$ cat src/sv/pps_pkg.sv
// shared types, constants and state codes for the priority scheduler
package pps_pkg;

    localparam int SLOTS = 16;
    localparam int IDX_W = (SLOTS > 1) ? $clog2(SLOTS) : 1;
    localparam int CNT_W = $clog2(SLOTS + 1);

    localparam logic [15:0] TIME_MAX = 16'hFFFF;
    localparam logic [19:0] SUM_MAX  = 20'hFFFFF;

    // input item
    typedef struct packed {
        logic        func;
        logic [15:0] arrival_time;
        logic [15:0] burst_length;
        logic [7:0]  job_priority;
    } t_in;

    // result item
    typedef struct packed {
        logic [3:0]  ran_slot;
        logic        idle;
        logic        new_segment;
        logic        first_run;
        logic        finished;
        logic [15:0] time_now;
        logic [15:0] turnaround_time;
        logic [15:0] waiting_time;
        logic        all_done;
        logic [19:0] total_waiting;
        logic [19:0] total_turnaround;
        logic        rejected;
    } t_out;

    // one job slot as kept in the table memory
    typedef struct packed {
        logic [15:0] arrival;
        logic [15:0] burst;
        logic [7:0]  prio;
        logic [15:0] remaining;
        logic        done;
    } t_entry;

    localparam int ENTRY_W = $bits(t_entry);

    // input function codes
    localparam logic FUNC_LOAD = 1'b0;
    localparam logic FUNC_TICK = 1'b1;

    typedef enum logic [1:0] {
        ST_IDLE,
        ST_SCAN,
        ST_DRAIN,
        ST_COMMIT
    } t_state;

    // commands from controller to datapath
    typedef struct packed {
        logic load;
        logic begin_tick;
        logic scan_rd;
        logic commit;
    } t_cmd;

    // status from datapath to controller
    typedef struct packed {
        logic empty;
        logic scan_last;
    } t_sts;

endpackage

$ cat src/sv/pps_ram.sv
// generic single write port ram with registered read
module pps_ram #(
    parameter int WIDTH = 8,
    parameter int DEPTH = 16
) (
    input  logic                                     i_clk,
    input  logic                                     i_we,
    input  logic [((DEPTH > 1) ? $clog2(DEPTH) : 1)-1:0] i_waddr,
    input  logic [WIDTH-1:0]                         i_wdata,
    input  logic                                     i_re,
    input  logic [((DEPTH > 1) ? $clog2(DEPTH) : 1)-1:0] i_raddr,
    output logic [WIDTH-1:0]                         o_rdata
);

    logic [WIDTH-1:0] r_mem [DEPTH];

    // write port
    always_ff @(posedge i_clk) begin
        if (i_we) begin
            r_mem[i_waddr] <= i_wdata;
        end
    end

    // registered read port
    always_ff @(posedge i_clk) begin
        if (i_re) begin
            o_rdata <= r_mem[i_raddr];
        end
    end

endmodule

$ cat src/sv/pps_ctrl.sv
// sequencer for loads and scheduling ticks
module pps_ctrl (
    input  logic          i_clk,
    input  logic          i_rst_n,
    input  logic          i_start,
    input  logic          i_func,
    input  pps_pkg::t_sts i_sts,
    output pps_pkg::t_cmd o_cmd,
    output logic          o_busy
);
    import pps_pkg::*;

    t_state r_state;
    t_state n_state;

    // state register
    always_ff @(posedge i_clk) begin
        if (!i_rst_n) begin
            r_state <= ST_IDLE;
        end else begin
            r_state <= n_state;
        end
    end

    // next state
    always_comb begin
        n_state = r_state;
        unique case (r_state)
            ST_IDLE: begin
                if (i_start && i_func == FUNC_TICK) begin
                    n_state = i_sts.empty ? ST_COMMIT : ST_SCAN;
                end
            end
            ST_SCAN: begin
                if (i_sts.scan_last) begin
                    n_state = ST_DRAIN;
                end
            end
            ST_DRAIN:  n_state = ST_COMMIT;
            ST_COMMIT: n_state = ST_IDLE;
            default:   n_state = ST_IDLE;
        endcase
    end

    // command outputs
    always_comb begin
        o_cmd  = '0;
        o_busy = 1'b1;
        unique case (r_state)
            ST_IDLE: begin
                o_busy           = 1'b0;
                o_cmd.load       = i_start && (i_func == FUNC_LOAD);
                o_cmd.begin_tick = i_start && (i_func == FUNC_TICK);
            end
            ST_SCAN:   o_cmd.scan_rd = 1'b1;
            ST_DRAIN:  o_cmd = '0;
            ST_COMMIT: o_cmd.commit = 1'b1;
            default:   o_cmd = '0;
        endcase
    end

endmodule

$ cat src/sv/pps_dp.sv
// job table, best job search and completion arithmetic
module pps_dp (
    input  logic          i_clk,
    input  logic          i_rst_n,
    input  pps_pkg::t_cmd i_cmd,
    input  pps_pkg::t_in  i_item,
    output pps_pkg::t_sts o_sts,
    output logic          o_strobe,
    output pps_pkg::t_out o_result
);
    import pps_pkg::*;

    // control state
    logic [CNT_W-1:0] r_entry_count, n_entry_count;
    logic [CNT_W-1:0] r_done_count,  n_done_count;
    logic [15:0]      r_clock,       n_clock;
    logic             r_last_valid,  n_last_valid;
    logic [IDX_W-1:0] r_last_idx,    n_last_idx;
    logic [19:0]      r_sum_wait,    n_sum_wait;
    logic [19:0]      r_sum_tat,     n_sum_tat;
    logic [IDX_W-1:0] r_scan_idx;
    logic             r_rd_valid;
    logic [IDX_W-1:0] r_rd_idx;
    logic             r_best_valid;
    logic             r_strobe;

    // best job so far (payload)
    logic [IDX_W-1:0] r_best_idx;
    t_entry           r_best;
    t_out             r_res, n_res;

    // table memory
    t_entry           rd_entry;
    logic [ENTRY_W-1:0] rd_bits;
    logic             ram_we;
    logic [IDX_W-1:0] ram_waddr;
    t_entry           ram_wentry;

    // combinational helpers
    logic             load_reject;
    logic             eligible;
    logic             better;
    logic [15:0]      clk_next;
    logic [15:0]      rem_next;
    logic             fin;
    logic [15:0]      tat;
    logic [15:0]      wt;
    logic [20:0]      sum_wait_ext;
    logic [20:0]      sum_tat_ext;

    pps_ram #(
        .WIDTH (ENTRY_W),
        .DEPTH (SLOTS)
    ) u_table (
        .i_clk   (i_clk),
        .i_we    (ram_we),
        .i_waddr (ram_waddr),
        .i_wdata (ram_wentry),
        .i_re    (i_cmd.scan_rd),
        .i_raddr (r_scan_idx),
        .o_rdata (rd_bits)
    );

    assign rd_entry = t_entry'(rd_bits);

    // status to the controller
    assign o_sts.empty     = (r_entry_count == '0);
    assign o_sts.scan_last = ((CNT_W'(r_scan_idx) + CNT_W'(1)) == r_entry_count);

    // scan compare: ready, unfinished, and better than the current best
    assign eligible = !rd_entry.done && (rd_entry.arrival <= r_clock);
    assign better   = !r_best_valid
                   || (rd_entry.prio < r_best.prio)
                   || ((rd_entry.prio == r_best.prio) && (rd_entry.arrival < r_best.arrival));

    // load admission
    assign load_reject = (r_entry_count >= CNT_W'(SLOTS)) || (i_item.burst_length == '0);

    // service arithmetic for the chosen job
    assign clk_next     = (r_clock == TIME_MAX) ? r_clock : r_clock + 16'd1;
    assign rem_next     = (r_best.remaining != '0) ? r_best.remaining - 16'd1 : '0;
    assign fin          = (rem_next == '0);
    assign tat          = clk_next - r_best.arrival;
    assign wt           = (tat > r_best.burst) ? tat - r_best.burst : '0;
    assign sum_wait_ext = {1'b0, r_sum_wait} + {5'd0, wt};
    assign sum_tat_ext  = {1'b0, r_sum_tat} + {5'd0, tat};

    // table write: new job on load, updated job on commit
    always_comb begin
        ram_we     = 1'b0;
        ram_waddr  = r_best_idx;
        ram_wentry = r_best;
        if (i_cmd.load) begin
            ram_we               = !load_reject;
            ram_waddr            = r_entry_count[IDX_W-1:0];
            ram_wentry.arrival   = i_item.arrival_time;
            ram_wentry.burst     = i_item.burst_length;
            ram_wentry.prio      = i_item.job_priority;
            ram_wentry.remaining = i_item.burst_length;
            ram_wentry.done      = 1'b0;
        end else if (i_cmd.commit) begin
            ram_we               = r_best_valid;
            ram_wentry.remaining = rem_next;
            ram_wentry.done      = fin;
        end
    end

    // next values of the scheduler state and the result
    always_comb begin
        n_entry_count = r_entry_count;
        n_done_count  = r_done_count;
        n_clock       = r_clock;
        n_last_valid  = r_last_valid;
        n_last_idx    = r_last_idx;
        n_sum_wait    = r_sum_wait;
        n_sum_tat     = r_sum_tat;
        n_res         = '0;
        if (i_cmd.load) begin
            if (load_reject) begin
                n_res.rejected = 1'b1;
            end else begin
                n_entry_count  = r_entry_count + CNT_W'(1);
                n_res.ran_slot = 4'(r_entry_count);
            end
        end else if (i_cmd.commit) begin
            n_clock = clk_next;
            if (!r_best_valid) begin
                n_last_valid = 1'b0;
                n_res.idle   = 1'b1;
            end else begin
                n_last_valid      = 1'b1;
                n_last_idx        = r_best_idx;
                n_res.ran_slot    = 4'(r_best_idx);
                n_res.new_segment = !r_last_valid || (r_last_idx != r_best_idx);
                n_res.first_run   = (r_best.remaining == r_best.burst);
                if (fin) begin
                    n_done_count          = r_done_count + CNT_W'(1);
                    n_sum_wait            = sum_wait_ext[20] ? SUM_MAX : sum_wait_ext[19:0];
                    n_sum_tat             = sum_tat_ext[20] ? SUM_MAX : sum_tat_ext[19:0];
                    n_res.finished        = 1'b1;
                    n_res.turnaround_time = tat;
                    n_res.waiting_time    = wt;
                end
            end
        end
        n_res.time_now         = n_clock;
        n_res.all_done         = (n_done_count == n_entry_count);
        n_res.total_waiting    = n_sum_wait;
        n_res.total_turnaround = n_sum_tat;
    end

    // control registers
    always_ff @(posedge i_clk) begin
        if (!i_rst_n) begin
            r_entry_count <= '0;
            r_done_count  <= '0;
            r_clock       <= '0;
            r_last_valid  <= 1'b0;
            r_sum_wait    <= '0;
            r_sum_tat     <= '0;
            r_scan_idx    <= '0;
            r_rd_valid    <= 1'b0;
            r_best_valid  <= 1'b0;
            r_strobe      <= 1'b0;
        end else begin
            r_entry_count <= n_entry_count;
            r_done_count  <= n_done_count;
            r_clock       <= n_clock;
            r_last_valid  <= n_last_valid;
            r_sum_wait    <= n_sum_wait;
            r_sum_tat     <= n_sum_tat;
            r_rd_valid    <= i_cmd.scan_rd;
            r_strobe      <= i_cmd.load || i_cmd.commit;
            if (i_cmd.begin_tick) begin
                r_scan_idx <= '0;
            end else if (i_cmd.scan_rd) begin
                r_scan_idx <= r_scan_idx + IDX_W'(1);
            end
            if (i_cmd.begin_tick) begin
                r_best_valid <= 1'b0;
            end else if (r_rd_valid && eligible && better) begin
                r_best_valid <= 1'b1;
            end
        end
    end

    // payload registers
    always_ff @(posedge i_clk) begin
        r_last_idx <= n_last_idx;
        if (i_cmd.scan_rd) begin
            r_rd_idx <= r_scan_idx;
        end
        if (r_rd_valid && eligible && better) begin
            r_best_idx <= r_rd_idx;
            r_best     <= rd_entry;
        end
        if (i_cmd.load || i_cmd.commit) begin
            r_res <= n_res;
        end
    end

    assign o_strobe = r_strobe;
    assign o_result = r_res;

endmodule

$ cat src/sv/preemptive_priority_scheduler.sv
// Preemptive priority scheduler top level: controller plus datapath.
// A load is taken without raising busy; its result strobes in the cycle after the transfer.
// A tick scans the loaded slots through the table memory read port, one slot per cycle:
// busy through the scan, the drain and the commit states (commit alone on an empty table),
// with the result strobed in the cycle after the commit; no new item is taken while busy.
// Synchronous active-low reset empties the table, zeroes time and totals; results never stall.
module preemptive_priority_scheduler (
    input  logic          i_clk,
    input  logic          i_rst_n,
    input  logic          start,
    output logic          busy,
    input  pps_pkg::t_in  i_item,
    output logic          o_strobe,
    output pps_pkg::t_out o_result
);
    import pps_pkg::*;

    t_cmd cmd;
    t_sts sts;

    // sequencer
    pps_ctrl u_ctrl (
        .i_clk   (i_clk),
        .i_rst_n (i_rst_n),
        .i_start (start),
        .i_func  (i_item.func),
        .i_sts   (sts),
        .o_cmd   (cmd),
        .o_busy  (busy)
    );

    // table and arithmetic
    pps_dp u_dp (
        .i_clk    (i_clk),
        .i_rst_n  (i_rst_n),
        .i_cmd    (cmd),
        .i_item   (i_item),
        .o_sts    (sts),
        .o_strobe (o_strobe),
        .o_result (o_result)
    );

endmodule

$ cat config.mk
export PLATFORM = sky130hd
export DESIGN_NAME = preemptive_priority_scheduler
export DESIGN_NICKNAME = d
export VERILOG_FILES = /design/src/sv/pps_pkg.sv /design/src/sv/pps_ram.sv /design/src/sv/pps_ctrl.sv /design/src/sv/pps_dp.sv /design/src/sv/preemptive_priority_scheduler.sv
export SDC_FILE = /design/constraint.sdc
export NUM_CORES = 2
export LEC_CHECK = 0
export ABC_CLOCK_PERIOD_IN_PS = 11500
export BUFFER_PORTS_ARGS = -buffer_cell sky130_fd_sc_hd__buf_2
export CELL_PAD_IN_SITES_DETAIL_PLACEMENT = 2
export CELL_PAD_IN_SITES_GLOBAL_PLACEMENT = 2
export CORE_AREA = 4 4 360 291
export DETAILED_ROUTE_END_ITERATION = 16
export DIE_AREA = 0 0 364 295
export PLACE_DENSITY_LB_ADDON = 0.1
export SLEW_MARGIN = 20
export SYNTH_ARGS = -nofsm -noshare
export SYNTH_HDL_FRONTEND = slang
export SYNTH_SLANG_ARGS = --single-unit
$ cat constraint.sdc
create_clock -name i_clk -period 11.5 [get_ports i_clk]
set_clock_uncertainty 0.15 [all_clocks]
set_input_delay 0.575 -clock i_clk [delete_from_list [all_inputs] [get_ports i_clk]]
set_output_delay 0.575 -clock i_clk [all_outputs]
set_load 0.03 [all_outputs]
==> impl_summary.md <==
Clocking
The maximum clock path buffer count is 3. The clock latency at the later pin of the worst-skew pair is about 0.76 ns. Buffers inserted during clock tree synthesis total 118. The H-tree generated during clock tree synthesis spans 3 levels. The root buffer selected by CTS is sky130_fd_sc_hd__clkbuf_16. The cts-stage hold buffer count is 0.

The clock-pin slew on the worst setup and hold paths is ~0.070 ns. After clock tree synthesis, the setup repair step added 0 buffers. The number of instances resized during post-cts repair is 0. The total clock sinks is around 1200. TritonCTS built the clock tree.

GRT
The fraction of met1 tracks used by global routing is a little over two fifths. The global-route usage over all layers is between 30% and 40%. The via count of the first global-routing pass was 31900. The total grt overflow is 0. The first global-routing pass estimated between 200000 and 250000 um of wire. The pin count of the biggest net entering global routing is about 120. The global-route met3 utilization is approximately 5.7%. The layer carrying the most global-route usage is met2. The number of antenna violations at the first check in global routing came to 5. The fraction of met2 tracks used by global routing is roughly 54%.

Final layout
Compared with the post-synthesis result, the final layout area differs by 13.3%. The core utilization of the finished layout is 56.6%. The fraction of layout instances using a drive strength above 1 is 23.9%. For this run, the number of standard cells in the final layout without fillers is between 4000 and 5000. The final layout contains approximately 3200 nets.

STA
The worst pin sits at a relative slew slack of a little over a fifth. The post-route worst hold slack is about 0.17 ns. The maximum frequency from static timing analysis is around 0.094 GHz. The total count of hold-check failures in the final report is 0. The final max-slew violation count is 0. The clock period minus worst slack is 10.59 ns.

Once routing completed, OpenROAD measured the worst setup slack at a little over 0.9 ns. The post-route fraction of the period consumed by the critical path is approximately 92%. The measured slew at the worst slew-check pin is 1.19 ns. The total negative slack for setup checks is 0 ns. Setup violations remaining at the end of the flow were counted as 0. Setup repair after global routing left no endpoint under its margin.

Setup path
Data on the critical path is required at its endpoint by 11.95 ns. The critical path is of the reg -> reg type. The endpoint identified for the worst register-to-register timing path is u_dp.r_sum_wait[17]$_SDFF_PN0_.

The critical path startpoint is u_dp.r_clock[0]$_SDFF_PN0_. The number of cell instances on the worst register-to-register path is 33. The most numerous cell type found on the critical path is sky130_fd_sc_hd__ha_1.

Setup slack on the worst reg-to-reg path comes out at 0.91 ns. STA classifies the critical path endpoint as a register. The largest single stage delay on the critical path is 0.61 ns. The timing endpoint of the critical path is u_dp.r_sum_wait[17]$_SDFF_PN0_. The worst register-to-register path begins at u_dp.r_clock[0]$_SDFF_PN0_.

The worst path arrival time is between 10 and 15 ns. The kind of start point of the critical path is a register. The highest fanout seen on the critical path is 16. For this design, the slowest cell found on the critical path is sky130_fd_sc_hd__nand2b_1.

Die
For this configuration, the core starts out at a cell density of between 40% and 50%. In this run the count of I/O pins placed on the die edge is about 140. The core region is approximately 0.10 mm^2. In this run the core area contains between 100 and 150 standard-cell rows. The floorplan step set the die height to about 300 um. The die width is ~360 um. The floorplan step defined a die boundary enclosing ~0.11 mm^2.

Yosys
The top cell type by area accounts for 67.9% of the synthesized area. The adder and majority cell fraction of the synthesized area is 2.97%. The synthesized design contains 1136 enable-type register cells. Yosys printed 0 warnings. The compound-cell area share of the yosys netlist is approximately 3.9%. The flip-flop and latch count after synthesis is around 1200. The simple-gate area share of the yosys netlist is 5.39%. The most used flip-flop cell after synthesis is sky130_fd_sc_hd__edfxtp_1. The per-instance average area after synthesis is 18.0 um^2. Synthesis instantiated between 70 and 80 different standard cells from the library. Ranked by total cell area, the synthesized netlist is headed by sky130_fd_sc_hd__edfxtp_1 (68%), sky130_fd_sc_hd__mux4_2 (13%), sky130_fd_sc_hd__dfxtp_1 (3.0%). The number of nets handed over by synthesis was 2960. Summing the sequential cell areas from Yosys gives between 70% and 80% of the chip area. The largest area contributor in the synthesized netlist is sky130_fd_sc_hd__edfxtp_1. By area, the combinational part of the netlist is dominated by multiplexers.

Synthesis produced 2799 cells. For this run, asynchronously set or reset flops after synthesis account for 0%. Summing the areas of all xor and xnor instances in the mapped netlist gives roughly 2.0% of the synthesized area. The portion of synthesized area spent on multiplexers is about an eighth. The post-synth design cell area is around 0.050 mm^2.

Pwr
The standby leakage power is between 0.015 and 0.02 uW. The peak ir drop on the vdd network is 0.000156 V. The total power divided by cell area is about 200 mW/mm^2.

Placement
The pre-CTS setup slack is 1.69 ns. Detailed placement finished with a half-perimeter wire length of about 100000 um. The total placed cells including tap cells is roughly 4200.

In this run the tool buffered the top-level ports with around 140 buffer cells. The final weighted congestion in routability-driven placement is 0.887.

Route
For this run, design rule violations remaining after detail routing come to 0. After detailed routing, the number of vias per cell comes to 6.65. The routed design has 174000 um of wire.

The average wire length per cell after detail routing is just under 40 um. The pre-antenna-repair detailed-routing pass consisted of 5 iterations. The number of DRC violations after detailed-routing iteration 0 is ~3800. The detail route stage leaves a number of antenna-violating nets equal to 0. The via total after detailed routing is approximately 30000.

Min path
The worst hold path belongs to the class in -> reg.

Outcome
The flow ran to the end, and the final reports show no timing, DRC or antenna violations.

Flow run
Max-cap violations in this run came to 0.
-- logic make-up (layout without fill, tap and decap cells) --
group	Yosys count	count (layout)
AOI/OAI and AO/OA	306	306
xor gates and xnor gates	114	114
adders and majority gates	117	117
buffers and inverters	208	533
DFF	1212	1212
muxes	307	307
other	0	1
and+or+nand+nor	535	535
-- per-stage QoR --
stage	area, um^2	total power (uW)
2_1_floorplan	50300	6590
3_3_place_gp	52900	7130
3_5_place_dp	52900	7310
4_1_cts	56900	11400
5_1_grt	57000	11700
6_report	57000	11400
-- cell type report --
cell class / instances / area [um^2]
Inverter: 88 / 330
Antenna cell: 1 / 2.50
Clock inverter: 71 / 777
Clock buffer: 147 / 3180
Timing Repair Buffer: 227 / 1360
Tap cell: 1325 / 1660
Sequential cell: 1212 / 35600
Multi-Input combinational cell: 1379 / 14000
Fill cell: 8443 / 43600
-- state kept, by name, summed over array words and instances (netlist names), 5 cells and up --
name	cells
u_dp.r_best	57
u_dp.r_entry_count	5
u_dp.r_clock	16
u_dp.u_table.o_rdata	57
u_dp.r_done_count	5
u_dp.r_sum_wait	20
u_dp.o_result	98
u_dp.r_sum_tat	20
u_dp.u_table.r_mem	912
-- how the worst min path moves through the flow --
stage | endpoint | start | slack (ns) | cells past startpoint
after global routing | u_dp.u_table.r_mem[9][44]$_DFFE_PP_ | i_item[27] | 0.11 | 3
after CTS | u_dp.u_table.r_mem[8][21]$_DFFE_PP_ | i_item[4] | 0.22 | 4
final | u_dp.u_table.r_mem[9][44]$_DFFE_PP_ | i_item[27] | 0.17 | 3
after floorplan | u_dp.r_best[10]$_DFFE_PP_ | u_dp.u_table.o_rdata[10]$_DFFE_PP_ | 0.25 | 0
after detailed placement | u_dp.r_best[1]$_DFFE_PP_ | u_dp.u_table.o_rdata[1]$_DFFE_PP_ | 0.26 | 0
after global placement | u_dp.r_best_idx[2]$_DFFE_PP_ | u_dp.r_rd_idx[2]$_DFFE_PP_ | 0.25 | 0
-- Yosys cell counts, types with 14 or more instances --
| cell | number |
|---|---|
| sky130_fd_sc_hd__a21o_1 | 25 |
| sky130_fd_sc_hd__a21oi_1 | 62 |
| sky130_fd_sc_hd__a31oi_1 | 31 |
| sky130_fd_sc_hd__and2_1 | 61 |
| sky130_fd_sc_hd__and3_1 | 21 |
| sky130_fd_sc_hd__buf_1 | 26 |
| sky130_fd_sc_hd__clkbuf_1 | 83 |
| sky130_fd_sc_hd__dfxtp_1 | 76 |
| sky130_fd_sc_hd__edfxtp_1 | 1136 |
| sky130_fd_sc_hd__ha_1 | 113 |
| sky130_fd_sc_hd__inv_1 | 87 |
| sky130_fd_sc_hd__mux2i_1 | 17 |
| sky130_fd_sc_hd__mux4_2 | 285 |
| sky130_fd_sc_hd__nand2_1 | 115 |
| sky130_fd_sc_hd__nand2b_1 | 15 |
| sky130_fd_sc_hd__nand3_1 | 30 |
| sky130_fd_sc_hd__nand4_1 | 27 |
| sky130_fd_sc_hd__nor2_1 | 144 |
| sky130_fd_sc_hd__nor2b_1 | 14 |
| sky130_fd_sc_hd__nor3_1 | 45 |
| sky130_fd_sc_hd__nor4_1 | 18 |
| sky130_fd_sc_hd__o21ai_0 | 100 |
| sky130_fd_sc_hd__o22a_1 | 16 |
| sky130_fd_sc_hd__xnor2_1 | 60 |
| sky130_fd_sc_hd__xor2_1 | 54 |
-- critical path: cells and delay by family, from the launching register on --
family          cells  cell delay (ns)
compound gates     13             3.49
flops               1             0.58
mux                 2             0.89
buf+inv             1             0.12
simple gates       11             3.12
fa+ha+maj           5             1.73
xor+xnor            1             0.32
-- report_power, final --
group / leakage [uW] / switching (uW) / internal, uW
sequential: 0.0109 / 152 / 5250
combinational: 0.00601 / 1220 / 654
clock: 0.00195 / 1800 / 2300
-- per-layer routing --
metal,share of wire (%),vias up,wire length [um]
met2,49,1679,85100
met5,0,-,0
met3,7.3,419,12800
met1,39,15900,67900
li1,-,11600,-
met4,4.8,0,8310
-- cells in the final DEF (no fill, tap or decap), types with 15 or more instances in the layout --
cell                        count
sky130_fd_sc_hd__nor4_1        17
sky130_fd_sc_hd__mux2i_1       17
sky130_fd_sc_hd__bufinv_16     15
sky130_fd_sc_hd__nand2_1      115
sky130_fd_sc_hd__and3_1        21
sky130_fd_sc_hd__inv_1         87
sky130_fd_sc_hd__a31oi_1       31
sky130_fd_sc_hd__nor2_1       126
sky130_fd_sc_hd__edfxtp_1    1136
sky130_fd_sc_hd__buf_2        144
sky130_fd_sc_hd__clkbuf_1      19
sky130_fd_sc_hd__xnor2_1       60
sky130_fd_sc_hd__clkinv_2      24
sky130_fd_sc_hd__o21ai_0       87
sky130_fd_sc_hd__clkbuf_16    120
sky130_fd_sc_hd__xor2_1        54
sky130_fd_sc_hd__nand4_1       27
sky130_fd_sc_hd__nor3_1        45
sky130_fd_sc_hd__dfxtp_1       72
sky130_fd_sc_hd__a21oi_1       61
sky130_fd_sc_hd__mux4_2       285
sky130_fd_sc_hd__buf_4         81
sky130_fd_sc_hd__nand3_1       30
sky130_fd_sc_hd__and2_1        61
sky130_fd_sc_hd__nor2_4        17
sky130_fd_sc_hd__a21o_1        25
sky130_fd_sc_hd__ha_1         112
sky130_fd_sc_hd__clkinv_1      23
sky130_fd_sc_hd__o22a_1        16
(Power assumes the default switching activity.)
